$ cat src/rtl/coapo_pkg.sv
// Shared types and codes for the CoAP option parser.
// Used by coapo_decode and coap_option_parser; no dependencies.
package coapo_pkg;

    localparam logic [7:0]  OPTIONS_END    = 8'hFF;
    localparam logic [3:0]  NIB_EXT1       = 4'd13;
    localparam logic [3:0]  NIB_EXT2       = 4'd14;
    localparam logic [3:0]  NIB_RESERVED   = 4'd15;
    localparam logic [16:0] EXT1_OFFSET    = 17'd13;
    localparam logic [16:0] EXT2_OFFSET    = 17'd269;

    typedef enum logic [2:0] {
        PH_HEADER    = 3'd0,
        PH_DELTA_EXT = 3'd1,
        PH_LEN_EXT   = 3'd2,
        PH_VALUE     = 3'd3,
        PH_STOPPED   = 3'd4
    } coapo_phase_t;

    typedef enum logic [2:0] {
        K_HEAD    = 3'd0,
        K_VALUE   = 3'd1,
        K_EMPTY   = 3'd2,
        K_MARKER  = 3'd3,
        K_ERROR   = 3'd4,
        K_IGNORED = 3'd5
    } coapo_kind_t;

    typedef struct packed {
        coapo_phase_t phase;
        logic [3:0]   delta_nibble;
        logic [3:0]   length_nibble;
        logic [15:0]  ext_delta;
        logic [15:0]  ext_length;
        logic         ext_second_byte;
        logic [15:0]  running_number;
        logic [16:0]  remaining_bytes;
    } coapo_state_t;

    typedef struct packed {
        coapo_kind_t kind;
        logic [15:0] option_number;
        logic [16:0] option_length;
        logic [7:0]  value_byte;
        logic        last_of_option;
    } coapo_result_t;

    localparam coapo_state_t STATE_RESET = '{
        phase:           PH_HEADER,
        delta_nibble:    4'd0,
        length_nibble:   4'd0,
        ext_delta:       16'd0,
        ext_length:      16'd0,
        ext_second_byte: 1'b0,
        running_number:  16'd0,
        remaining_bytes: 17'd0
    };

endpackage

$ cat src/rtl/coapo_decode.sv
// Per-byte decode step: next parse state and result word for one option byte.
// Purely combinational; depends on coapo_pkg.
module coapo_decode
    import coapo_pkg::*;
(
    input  coapo_state_t  state,
    input  logic [7:0]    in_byte,
    input  logic          start_of_options,
    output coapo_state_t  state_next,
    output coapo_result_t result
);

    always_comb
    begin
        coapo_state_t st;
        logic         do_delta;
        logic         do_begin;
        logic         do_len;
        logic [16:0]  delta_val;
        logic [16:0]  len_val;
        logic [17:0]  sum;
        logic [16:0]  cur_len;

        st        = start_of_options ? STATE_RESET : state;
        state_next = st;
        result    = '0;
        result.kind = K_HEAD;
        do_delta  = 1'b0;
        do_begin  = 1'b0;
        do_len    = 1'b0;
        delta_val = '0;
        len_val   = '0;
        sum       = '0;
        cur_len   = '0;

        unique case (st.phase)
            PH_HEADER:
            begin
                if (in_byte == OPTIONS_END)
                begin
                    state_next.phase = PH_STOPPED;
                    result.kind      = K_MARKER;
                end
                else
                begin
                    state_next.delta_nibble    = in_byte[7:4];
                    state_next.length_nibble   = in_byte[3:0];
                    state_next.ext_delta       = '0;
                    state_next.ext_length      = '0;
                    state_next.ext_second_byte = 1'b0;
                    if (in_byte[7:4] == NIB_RESERVED || in_byte[3:0] == NIB_RESERVED)
                    begin
                        state_next.phase = PH_STOPPED;
                        result.kind      = K_ERROR;
                    end
                    else if (in_byte[7:4] >= NIB_EXT1)
                    begin
                        state_next.phase = PH_DELTA_EXT;
                    end
                    else
                    begin
                        do_delta  = 1'b1;
                        delta_val = {13'd0, in_byte[7:4]};
                    end
                end
            end
            PH_DELTA_EXT:
            begin
                if (st.delta_nibble == NIB_EXT1)
                begin
                    state_next.ext_delta = {8'd0, in_byte};
                    do_delta  = 1'b1;
                    delta_val = {9'd0, in_byte} + EXT1_OFFSET;
                end
                else if (!st.ext_second_byte)
                begin
                    state_next.ext_delta       = {in_byte, 8'd0};
                    state_next.ext_second_byte = 1'b1;
                end
                else
                begin
                    state_next.ext_delta       = {st.ext_delta[15:8], in_byte};
                    state_next.ext_second_byte = 1'b0;
                    do_delta  = 1'b1;
                    delta_val = {1'b0, st.ext_delta[15:8], in_byte} + EXT2_OFFSET;
                end
            end
            PH_LEN_EXT:
            begin
                if (st.length_nibble == NIB_EXT1)
                begin
                    state_next.ext_length = {8'd0, in_byte};
                    do_len  = 1'b1;
                    len_val = {9'd0, in_byte} + EXT1_OFFSET;
                end
                else if (!st.ext_second_byte)
                begin
                    state_next.ext_length      = {in_byte, 8'd0};
                    state_next.ext_second_byte = 1'b1;
                end
                else
                begin
                    state_next.ext_length      = {st.ext_length[15:8], in_byte};
                    state_next.ext_second_byte = 1'b0;
                    do_len  = 1'b1;
                    len_val = {1'b0, st.ext_length[15:8], in_byte} + EXT2_OFFSET;
                end
            end
            PH_VALUE:
            begin
                if (st.length_nibble < NIB_EXT1)
                    cur_len = {13'd0, st.length_nibble};
                else if (st.length_nibble == NIB_EXT1)
                    cur_len = {1'b0, st.ext_length} + EXT1_OFFSET;
                else
                    cur_len = {1'b0, st.ext_length} + EXT2_OFFSET;
                if (st.remaining_bytes != '0)
                    state_next.remaining_bytes = st.remaining_bytes - 17'd1;
                result.kind          = K_VALUE;
                result.option_length = cur_len;
                result.value_byte    = in_byte;
                if (state_next.remaining_bytes == '0)
                begin
                    state_next.phase      = PH_HEADER;
                    result.last_of_option = 1'b1;
                end
            end
            default:
            begin
                state_next.phase = PH_STOPPED;
                result.kind      = K_IGNORED;
            end
        endcase

        // add the delta; anything past 16 bits is a number overflow
        if (do_delta)
        begin
            sum = {2'd0, st.running_number} + {1'b0, delta_val};
            if (sum[17:16] != 2'd0)
            begin
                state_next.phase = PH_STOPPED;
                result.kind      = K_ERROR;
            end
            else
            begin
                state_next.running_number = sum[15:0];
                do_begin = 1'b1;
            end
        end

        if (do_begin)
        begin
            if (state_next.length_nibble < NIB_EXT1)
            begin
                do_len  = 1'b1;
                len_val = {13'd0, state_next.length_nibble};
            end
            else
            begin
                state_next.phase           = PH_LEN_EXT;
                state_next.ext_second_byte = 1'b0;
            end
        end

        if (do_len)
        begin
            if (len_val == '0)
            begin
                state_next.phase      = PH_HEADER;
                result.kind           = K_EMPTY;
                result.last_of_option = 1'b1;
            end
            else
            begin
                state_next.phase           = PH_VALUE;
                state_next.remaining_bytes = len_val;
                result.option_length       = len_val;
            end
        end

        result.option_number = state_next.running_number;
    end

endmodule

$ cat src/rtl/coap_option_parser.sv
// An accepted option byte's result word is registered and shown on the master side next cycle.
// Throughput: one byte per cycle while m_tready keeps the result register draining;
// the parse state registers update on every accepted byte, so input and output overlap.
// Reset (rst_n low, asynchronous): parser expects an option header, running option
// number is zero, no result word is pending.
// Depends on coapo_pkg and coapo_decode.
module coap_option_parser
    import coapo_pkg::*;
(
    input  logic        clk,
    input  logic        rst_n,
    input  logic        s_tvalid,
    output logic        s_tready,
    input  logic [7:0]  s_tdata,   // [7:0] in_byte
    input  logic        s_tuser,   // [0] start_of_options
    output logic        m_tvalid,
    input  logic        m_tready,
    output logic [47:0] m_tdata,   // [15:0] option_number, [32:16] option_length,
                                   // [40:33] value_byte, [47:41] zero
    output logic [2:0]  m_tuser,   // [2:0] byte_kind
    output logic        m_tlast    // last_of_option
);

    coapo_state_t  state_reg;
    coapo_state_t  state_next;
    coapo_result_t result_next;
    coapo_result_t result_reg;
    logic          m_tvalid_reg;
    logic          s_accept;

    // take a new word whenever the result register is empty or drains this cycle
    assign s_tready = !m_tvalid_reg || m_tready;
    assign s_accept = s_tvalid && s_tready;

    coapo_decode u_decode (
        .state            (state_reg),
        .in_byte          (s_tdata),
        .start_of_options (s_tuser),
        .state_next       (state_next),
        .result           (result_next)
    );

    // parse state advances only on an accepted word
    always_ff @(posedge clk or negedge rst_n)
    begin
        if (!rst_n)
        begin
            state_reg    <= STATE_RESET;
            m_tvalid_reg <= 1'b0;
        end
        else
        begin
            if (s_accept)
            begin
                state_reg    <= state_next;
                m_tvalid_reg <= 1'b1;
            end
            else if (m_tready)
            begin
                m_tvalid_reg <= 1'b0;
            end
        end
    end

    // result payload: load on accept, hold while stalled
    always_ff @(posedge clk)
    begin
        if (s_accept)
            result_reg <= result_next;
    end

    assign m_tvalid = m_tvalid_reg;
    assign m_tdata  = {7'd0, result_reg.value_byte, result_reg.option_length,
                       result_reg.option_number};
    assign m_tuser  = result_reg.kind;
    assign m_tlast  = result_reg.last_of_option;

endmodule

$ cat config.mk
export PLATFORM = sky130hd
export DESIGN_NAME = coap_option_parser
export DESIGN_NICKNAME = d
export VERILOG_FILES = /design/src/rtl/coapo_pkg.sv /design/src/rtl/coapo_decode.sv /design/src/rtl/coap_option_parser.sv
export SDC_FILE = /design/constraint.sdc
export NUM_CORES = 1
export LEC_CHECK = 0
export BUFFER_PORTS_ARGS = -buffer_cell sky130_fd_sc_hd__buf_2
export CORE_ASPECT_RATIO = 2
export CORE_UTILIZATION = 55
export CTS_BUF_LIST = sky130_fd_sc_hd__clkbuf_2 sky130_fd_sc_hd__clkbuf_4 sky130_fd_sc_hd__clkbuf_8
export DETAILED_ROUTE_END_ITERATION = 7
export GPL_TIMING_DRIVEN = 0
export PLACE_DENSITY_LB_ADDON = 0.3
export SKIP_LAST_GASP = 1
export SYNTH_ARGS = -nofsm -noshare
export SYNTH_HDL_FRONTEND = slang
export SYNTH_SLANG_ARGS = --single-unit
export TNS_END_PERCENT = 100
$ cat constraint.sdc
create_clock -name clk -period 4 [get_ports clk]
set_input_delay 0.6 -clock clk [delete_from_list [all_inputs] [get_ports clk]]
set_output_delay 0.6 -clock clk [all_outputs]
set_load 0.02 [all_outputs]
==> results of run 1 <==
-- cell families after synthesis --
| family | count (synthesis) | share of synthesized area |
|---|---|---|
| AND/OR/NAND/NOR | 347 | 0.2132 |
| AO/OA/AOI/OAI | 285 | 0.2282 |
| flip-flops | 115 | 0.3748 |
| buffers and inverters | 80 | 0.04292 |
| XOR/XNOR | 45 | 0.04760 |
| multiplexers | 39 | 0.05259 |
| adder cells (fa/ha/maj) | 26 | 0.04020 |
| other | 1 | 0.0004529 |
-- timing repair --
item	CTS	global route
endpoints found under the setup margin	62	51
hold endpoints to repair	0	0
resized for setup	75	60
setup buffers	20	11
hold buffers	0	0
cloned	2	0
pin swaps	18	33
-- stage by stage --
| stage | instance area, um^2 | hold WS, ns | cells | worst slack [ns] | TNS (ns) |
|---|---|---|---|---|---|
| after floorplan | 8469 | 0.3044 | 944 | -0.1300 | -1.631 |
| after global placement | 9009 | 0.4695 | 1198 | -1.746 | -113.19 |
| after detailed placement | 9052 | 0.4816 | 1200 | -1.773 | -94.31 |
| after CTS | 9971 | 0.08783 | 1251 | -0.0009579 | -0.0009579 |
| after global routing | 10270 | 0.1136 | 1261 | -0.1662 | -3.416 |
| final | 10270 | 0.08135 | 1261 | -0.1078 | -0.9708 |
-- cells in the mapped netlist, types with 7 or more instances --
master / n / share of area
sky130_fd_sc_hd__a31oi_1: 14 / 0.011
sky130_fd_sc_hd__and3_1: 15 / 0.011
sky130_fd_sc_hd__nor3_1: 27 / 0.016
sky130_fd_sc_hd__clkbuf_1: 44 / 0.020
sky130_fd_sc_hd__ha_1: 25 / 0.038
sky130_fd_sc_hd__or3_1: 13 / 0.0098
sky130_fd_sc_hd__mux2_2: 32 / 0.044
sky130_fd_sc_hd__nand2_1: 75 / 0.034
sky130_fd_sc_hd__a211oi_1: 7 / 0.0063
sky130_fd_sc_hd__xor2_1: 18 / 0.019
sky130_fd_sc_hd__nand3_1: 17 / 0.010
sky130_fd_sc_hd__edfxtp_1: 45 / 0.16
sky130_fd_sc_hd__nor4_1: 9 / 0.0068
sky130_fd_sc_hd__a21oi_1: 57 / 0.034
sky130_fd_sc_hd__a21o_1: 8 / 0.0073
sky130_fd_sc_hd__o211ai_1: 12 / 0.011
sky130_fd_sc_hd__o21a_1: 8 / 0.0073
sky130_fd_sc_hd__nor2b_1: 35 / 0.026
sky130_fd_sc_hd__nand2b_1: 22 / 0.017
sky130_fd_sc_hd__o22ai_1: 12 / 0.0091
sky130_fd_sc_hd__xnor2_1: 27 / 0.029
sky130_fd_sc_hd__dfrtp_1: 70 / 0.21
sky130_fd_sc_hd__inv_1: 16 / 0.0073
sky130_fd_sc_hd__buf_4: 7 / 0.0063
sky130_fd_sc_hd__o21ai_0: 74 / 0.045
sky130_fd_sc_hd__a22o_1: 24 / 0.025
sky130_fd_sc_hd__nor2_1: 102 / 0.046
-- critical path, cell delays in order, from the launching register on --
cell and delay [ns]:
sky130_fd_sc_hd__dfrtp_1 0.40, sky130_fd_sc_hd__buf_6 0.14, sky130_fd_sc_hd__or3_4 0.41, sky130_fd_sc_hd__a211oi_4 0.37, sky130_fd_sc_hd__nand2_1 0.14, sky130_fd_sc_hd__o21ai_2 0.10
sky130_fd_sc_hd__ha_4 0.17, sky130_fd_sc_hd__fa_2 0.22, sky130_fd_sc_hd__a211oi_2 0.06, sky130_fd_sc_hd__o21a_2 0.23, sky130_fd_sc_hd__a21oi_4 0.18, sky130_fd_sc_hd__a31o_4 0.18
sky130_fd_sc_hd__mux2_4 0.33, sky130_fd_sc_hd__buf_8 0.14, sky130_fd_sc_hd__o22ai_2 0.31, sky130_fd_sc_hd__o2111a_2 0.34, sky130_fd_sc_hd__a21oi_1 0.09
-- routing by layer --
layer | global-route usage | share of wire | vias to the layer above
met3 | 0.1278 | 0.073 | 207
met1 | 0.4057 | 0.32 | 4001
li1 | - | - | 3700
met4 | 0.3985 | 0.10 | 0
met2 | 0.7064 | 0.51 | 463
met5 | 0 | 0 | -
-- worst max-delay path by stage --
stage | start | end | slack, ns | cells past startpoint
after floorplan | s_tdata[3] | state_reg[28]$_DFFE_PN0P_ | -0.13 | 18
after detailed placement | s_tuser | state_reg[0]$_DFFE_PN0P_ | -1.77 | 17
final | state_reg[76]$_DFFE_PN0P_ | m_tuser[2]$_DFFE_PP_ | -0.11 | 16
after CTS | state_reg[75]$_DFFE_PN0P_ | state_reg[14]$_DFFE_PN0P_ | -0.001 | 18
after global placement | s_tuser | state_reg[0]$_DFFE_PN0P_ | -1.75 | 17
after global routing | s_tdata[4] | m_tdata[28]$_DFFE_PP_ | -0.17 | 18
-- final cells by class --
class                      count  share of cell area
clock buffer                  18             0.02351
buffer                        60             0.04531
timing repair buffer          93             0.06224
sequential                   115              0.3022
tap                          195             0.02375
clock inverter                14             0.01596
multi-input combinational    749              0.5206
inverter                      17            0.006456
-- placed cells by master, fill, tap and decap left out, types with 8 or more instances in the layout --
cell type | netlist | final
sky130_fd_sc_hd__inv_1 | 16 | 13
sky130_fd_sc_hd__o21ai_0 | 74 | 62
sky130_fd_sc_hd__clkbuf_2 | 0 | 9
sky130_fd_sc_hd__edfxtp_1 | 45 | 45
sky130_fd_sc_hd__and3_1 | 15 | 14
sky130_fd_sc_hd__clkbuf_8 | 0 | 18
sky130_fd_sc_hd__o211ai_1 | 12 | 12
sky130_fd_sc_hd__nor3_1 | 27 | 25
sky130_fd_sc_hd__xor2_1 | 18 | 17
sky130_fd_sc_hd__buf_4 | 7 | 36
sky130_fd_sc_hd__buf_2 | 5 | 56
sky130_fd_sc_hd__clkbuf_1 | 44 | 27
sky130_fd_sc_hd__mux2_2 | 32 | 23
sky130_fd_sc_hd__nand2_1 | 75 | 70
sky130_fd_sc_hd__a31oi_1 | 14 | 13
sky130_fd_sc_hd__nand2b_1 | 22 | 19
sky130_fd_sc_hd__a21oi_1 | 57 | 45
sky130_fd_sc_hd__a21oi_2 | 0 | 10
sky130_fd_sc_hd__o21ai_2 | 2 | 9
sky130_fd_sc_hd__o21ai_1 | 6 | 10
sky130_fd_sc_hd__ha_1 | 25 | 17
sky130_fd_sc_hd__nor2_1 | 102 | 96
sky130_fd_sc_hd__nor2b_1 | 35 | 34
sky130_fd_sc_hd__dfrtp_1 | 70 | 69
sky130_fd_sc_hd__or3_1 | 13 | 9
sky130_fd_sc_hd__a22o_1 | 24 | 24
sky130_fd_sc_hd__nand3_1 | 17 | 17
sky130_fd_sc_hd__a21o_1 | 8 | 8
sky130_fd_sc_hd__o22ai_1 | 12 | 10
sky130_fd_sc_hd__xnor2_1 | 27 | 25
sky130_fd_sc_hd__mux2_4 | 1 | 10
-- power groups by stage --
stage,Combinational [mW],Clock (mW),Sequential [mW]
6_report,1.38,1.15,1.47
3_3_place_gp,1.15,0,1.47
5_1_grt,1.47,1.20,1.48
3_5_place_dp,1.17,0,1.48
4_1_cts,1.28,1.15,1.46
2_1_floorplan,0.790,0,1.49
==> metrics.log, run 1 <==
[metrics] global-route wire length before repair: 47130 um
[metrics] number of synthesized register bits: around 120
[metrics] reg-to-reg setup timing slack: -0.11 ns
[metrics] Largest register FFs: 69
[metrics] count of buffers inserted at the top-level ports: slightly below 60
[metrics] final-layout fill cell count: about 1.2k
[metrics] fraction of final layout cells sized beyond drive strength 1: 0.2645
[metrics] number of max-cap violations: 0
[metrics] detailed-route wire length: approximately 32000 um
[metrics] total via count after detailed routing: between 8k and 9k
[metrics] post-synth design cell area: roughly 8300 um^2
[metrics] synthesis-to-finish area growth: 24.07%
[metrics] post-layout worst setup margin: -0.1078 ns
[metrics] relative slew slack: 0.2899
[metrics] Die Footprint: 15580 um^2
[metrics] insertion delay to the later sink of the worst-skew pair: 0.48 ns
[metrics] multi-input gate area in the final layout: 5348 um^2
[metrics] critical path arrival: 4.31 ns
[metrics] fraction of the cycle the final worst path needs: 1.027
[metrics] net switching power: ~1.5 mW
[metrics] # setup viols final: 21
[metrics] starting utilization of the core area: 0.5617
[metrics] synthesized area per cell: 8.826 um^2
[metrics] portion of total power attributed to the clock network: 0.288
[metrics] pin count of the biggest net entering global routing: 40
[metrics] Hold/Removal Path Class: input port to asynchronous set/reset pin
[metrics] sequential cell area: between 3000 and 4000 um^2
[metrics] fraction of the yosys area taken by sequential cells: 0.3748
[metrics] number of different library cells in the post-synthesis netlist: between 70 and 80
[metrics] Post-synth EDFFs: 45
[metrics] utilization after layout: 0.6969
[metrics] net switching share of the total power: 0.3737
[metrics] skew final: around 0.013 ns
[metrics] static leakage power: slightly above 4 nW
[metrics] Post-route DRC: 0
[metrics] NumNets Final: approximately 1.1k
[metrics] routed wire length per instance: between 20 and 30 um
[metrics] clock tree from TritonCTS: yes
[metrics] vertical extent of the die: between 150 and 200 um
[metrics] worst vdd ir: between 200 and 300 uV
[metrics] Synthesis Warnings: 0
[metrics] FFs w/ async S/R, synth: 0.6087
[metrics] clock-pin transition on the worst setup and hold timing paths: ~0.08 ns
[metrics] sequential power share: 0.367
[metrics] DP Wirelength: around 22000 um
[metrics] Core Footprint: between 10000 and 15000 um^2
[metrics] aggregate global routing overflow: 0
[metrics] clock sinks: roughly 120
[metrics] violations in the final reports: setup timing
[metrics] CP Capture Type: register
[metrics] R2R Path End: m_tuser[2]$_DFFE_PP_
[metrics] Die X-Extent: between 80 and 90 um
[metrics] worst setup path class: register to register
[metrics] final number of max-transition violations: 0
[metrics] total global-route track usage: 0.4271
[metrics] cts bufs inserted: 17
[metrics] total number of H-tree levels: 4
[metrics] Clk Tree Root Cell: sky130_fd_sc_hd__clkbuf_8
[metrics] final critical path time including I/O delays and setup: just over 4 ns
[metrics] Pint: ~2.5 mW
[metrics] kind of start point of the critical path: register
[metrics] 1st-iter DRT viols: 637
[metrics] remaining antenna violation count after routing: 0
[metrics] Boundary Pins: between 60 and 70
[metrics] highest attainable clock frequency: 243.4 MHz
[metrics] number of iterations in the first detailed-routing pass: 7
[metrics] Synth Flop Type: sky130_fd_sc_hd__dfrtp_1
[metrics] GPL Wtd Cong: around 1.0
[metrics] data required time at the worst endpoint: around 4.2 ns
[metrics] run status: finished, violations left
[metrics] deepest clock path buffer count: 2
[metrics] Hold Fails Final Rpt: 0
[metrics] vias per cell: 6.638
[metrics] reg2reg start: state_reg[76]$_DFFE_PN0P_
[metrics] total power: approximately 4 mW
[metrics] post-synthesis cell count: about 940
[metrics] number of antenna diodes: 0
[metrics] Combinational Power Share: 0.345
[metrics] power per standard cell area: between 300 and 400 nW/um^2
[metrics] setup repair after global routing missed its margin: true
[metrics] antenna violations before repair: 0
[metrics] worst-path fanout max: 7
[metrics] vias in the first global route: between 8k and 9k
[metrics] number of rows in the core area: 63
[metrics] Least-Margin Pin Slew: about 1.1 ns
[metrics] worst reg2reg path depth: 16
Power figures use the tool's default switching activity.
==> run 2: changes to the inputs <==
--- a/config.mk
+++ b/config.mk
@@ -12,6 +12,7 @@
 export DETAILED_ROUTE_END_ITERATION = 7
 export GPL_TIMING_DRIVEN = 0
 export PLACE_DENSITY_LB_ADDON = 0.3
+export REMOVE_ABC_BUFFERS = 1
 export SKIP_LAST_GASP = 1
 export SYNTH_ARGS = -nofsm -noshare
 export SYNTH_HDL_FRONTEND = slang
==> constraint.sdc (replaced) <==
create_clock -name clk -period 5.1 [get_ports clk]
set_input_delay 0.765 -clock clk [delete_from_list [all_inputs] [get_ports clk]]
set_output_delay 0.765 -clock clk [all_outputs]
set_load 0.02 [all_outputs]
==> metrics.log, run 2 (synthesis gave the netlist of run 1 again) <==
[metrics] multi-input gate area in the final layout: 4892 um^2 (-8.5%)
[metrics] detailed-route wire length: 23980 um (-24%)
[metrics] clock-pin transition on the worst setup and hold timing paths: 0.07 ns (about the same)
[metrics] Die Footprint: 15580 um^2 (unchanged)
[metrics] Die X-Extent: 88.76 um (unchanged)
[metrics] number of iterations in the first detailed-routing pass: 7 (unchanged)
[metrics] cts bufs inserted: 17 (unchanged)
[metrics] count of buffers inserted at the top-level ports: 59 (unchanged)
[metrics] worst vdd ir: 248.9 uV (-2.7%)
[metrics] sequential cell area: 3103 um^2 (about the same)
[metrics] Clk Tree Root Cell: sky130_fd_sc_hd__clkbuf_8
[metrics] vertical extent of the die: 175.5 um (unchanged)
[metrics] total via count after detailed routing: 7522 (-10%)
[metrics] synthesis-to-finish area growth: 10.94%
[metrics] worst-path fanout max: 12 (+5)
[metrics] setup TNS after final layout: 0 ns (+0.9708 ns)
[metrics] worst hold slack across all endpoints: 0.2721 ns (+0.1908 ns)
[metrics] skew final: 0.01432 ns (+0.0008499 ns)
[metrics] DP Wirelength: 17250 um (-23%)
[metrics] post-route cell area: 9185 um^2 (-11%)
[metrics] delay contributed by the slowest stage of the critical path: 0.44 ns (+0.03 ns)
[metrics] pin count of the biggest net entering global routing: 86 (+110%)
[metrics] insertion delay to the later sink of the worst-skew pair: 0.44 ns (-0.04 ns)
[metrics] placed cell area: 8632 um^2 (-4.6%)
[metrics] Boundary Pins: 67 (unchanged)
[metrics] number of rows in the core area: 63 (unchanged)
[metrics] setup repair after global routing missed its margin: false
[metrics] Critical-path top delay cell: sky130_fd_sc_hd__fa_1
[metrics] fraction of the cycle the final worst path needs: 0.9636
[metrics] most common cell after layout, fill and taps aside: sky130_fd_sc_hd__nor2_1
[metrics] power per standard cell area: 317.7 nW/um^2 (-19%)
[metrics] total number of H-tree levels: 4 (unchanged)
[metrics] kind of start point of the critical path: input port
[metrics] CP Capture Type: register
[metrics] number of antenna diodes: 0 (unchanged)
[metrics] most used cell, CP: sky130_fd_sc_hd__ha_2
[metrics] vias in the first global route: 7580 (-9.3%)
[metrics] clock sinks: 115 (unchanged)
[metrics] highest attainable clock frequency: about 200 MHz
[metrics] data required time at the worst endpoint: 5.29 ns (+1.08 ns)
[metrics] run status: finished, final reports clean
[metrics] CTS Hold Buffers Added: 0 (unchanged)
[metrics] number of max-cap violations: 0 (unchanged)
[metrics] NumNets Final: 1008 (-7.7%)
[metrics] post-layout worst setup margin: 0.1854 ns (+0.2932 ns)
[metrics] fraction of final layout cells sized beyond drive strength 1: 0.1609 (-0.1036)
[metrics] deepest clock path buffer count: 2 (unchanged)
[metrics] Largest register FFs: 69 (unchanged)
[metrics] aggregate global routing overflow: 0 (unchanged)
[metrics] Least-Margin Pin Slew: 1.221 ns (+0.1596 ns)
[metrics] global-route wire length before repair: 38580 um (-18%)
[metrics] starting utilization of the core area: 0.5617 (unchanged)
[metrics] vias per cell: 6.391 (-3.7%)
[metrics] worst setup timing slack at the placement stage: -1.596 ns (+0.1770 ns)
[metrics] worst setup path class: input port to register
[metrics] Post-route DRC: 0 (unchanged)
[metrics] 1st-iter DRT viols: 431 (-32%)
[metrics] Hold/Removal Path Class: input port to asynchronous set/reset pin
[metrics] remaining antenna violation count after routing: 0 (unchanged)
[metrics] clock tree from TritonCTS: yes
[metrics] critical path arrival: 5.10 ns (+0.79 ns)
[metrics] final-layout fill cell count: 1331 (+14%)
[metrics] cells along the critical path: buf_2 > ha_2 > and3_1 > ha_2 > nand2b_1 > a211oi_4 > nand2_1 > o21ai_0 > ha_1 > fa_1 > a211oi_1 > o21a_2 > a21oi_2 > a31o_2 > mux2_4 > o22ai_1 > o2111a_1 > a21oi_1
[metrics] routed wire length per instance: 20.37 um (-19%)
[metrics] antenna violations before repair: 0 (unchanged)
[metrics] Hold Fails Final Rpt: 0 (unchanged)
[metrics] most frequent cells in the layout: sky130_fd_sc_hd__nor2_1, sky130_fd_sc_hd__nand2_1, sky130_fd_sc_hd__o21ai_0, sky130_fd_sc_hd__dfrtp_1, sky130_fd_sc_hd__buf_2
[metrics] final number of max-transition violations: 0 (unchanged)
[metrics] relative slew slack: 0.1861 (-0.1038)
[metrics] static leakage power: 3.676 nW (-11%)
[metrics] total global-route track usage: 0.3302 (-0.09690)
[metrics] GPL Wtd Cong: 1.003 (-3.6%)
[metrics] Core Footprint: 14740 um^2 (unchanged)
[metrics] final critical path time including I/O delays and setup: just under 5 ns
[metrics] # setup viols final: 0 (-100%)
==> run 2: worst max-delay path: cells and delay by family <==
family,cells,cell delay [ns]
AO/OA/AOI/OAI,9,1.93
adder cells (fa/ha/maj),4,1.23
buffers and inverters,1,0.25
multiplexers,1,0.41
AND/OR/NAND/NOR,3,0.52
==> run 2: final cells by class <==
| class | instances | share of cell area |
|---|---|---|
| multi-input cells | 750 | 0.5326 |
| flip-flops and latches | 115 | 0.3378 |
| repair buffers | 68 | 0.04958 |
| clock buffers | 22 | 0.03160 |
| well taps | 195 | 0.02656 |
| clock inverters | 10 | 0.01430 |
| inverters | 17 | 0.007492 |
==> run 2: through the flow <==
| stage | utilization | cells | power (mW) |
|---|---|---|---|
| 3_3_place_gp | 0.5800 | 1135 | 1.946 |
| 5_1_grt | 0.6231 | 1177 | 3.054 |
| 3_5_place_dp | 0.5856 | 1138 | 1.968 |
| 6_report | 0.6231 | 1177 | 2.919 |
| 4_1_cts | 0.6200 | 1176 | 2.911 |
| 2_1_floorplan | - | 881 | 1.719 |
==> run 2: metal layers <==
layer / vias to the layer above / routed length [um] / global-route usage / share of wire
met2: 286 / 12820 / 0.5744 / 0.53
li1: 3523 / - / - / -
met3: 114 / 1004 / 0.05921 / 0.042
met4: 0 / 1770 / 0.2487 / 0.074
met5: - / 0 / 0 / 0
met1: 3599 / 8379 / 0.3397 / 0.35
==> run 2: worst paths after layout <==
path | start | endpoint | slack, ns | cells past startpoint
max | s_tdata[1] | m_tuser[2]$_DFFE_PP_ | 0.19 | 18
min | rst_n | state_reg[47]$_DFFE_PN0P_ | 0.27 | 1
max reg2reg | state_reg[71]$_DFFE_PN0P_ | m_tuser[2]$_DFFE_PP_ | 0.54 | 15
min reg2reg | state_reg[32]$_DFFE_PN0P_ | state_reg[32]$_DFFE_PN0P_ | 0.49 | 1
max in group asynchronous | rst_n | state_reg[70]$_DFFE_PN0P_ | 4.22 | 2
min in group clk | state_reg[32]$_DFFE_PN0P_ | state_reg[32]$_DFFE_PN0P_ | 0.49 | 1
==> run 2: timing repair <==
action                                  4_1_cts  5_1_grt
endpoints found under the setup margin       62       52
resized for setup                             5       11
cloned                                        0        1
pin swaps                                     2        0
setup buffers                                 6        0
==> run 2: power by group <==
part	internal, mW	switching (mW)
sequential	1.07	0.140
combinational	0.312	0.485
clock	0.529	0.385
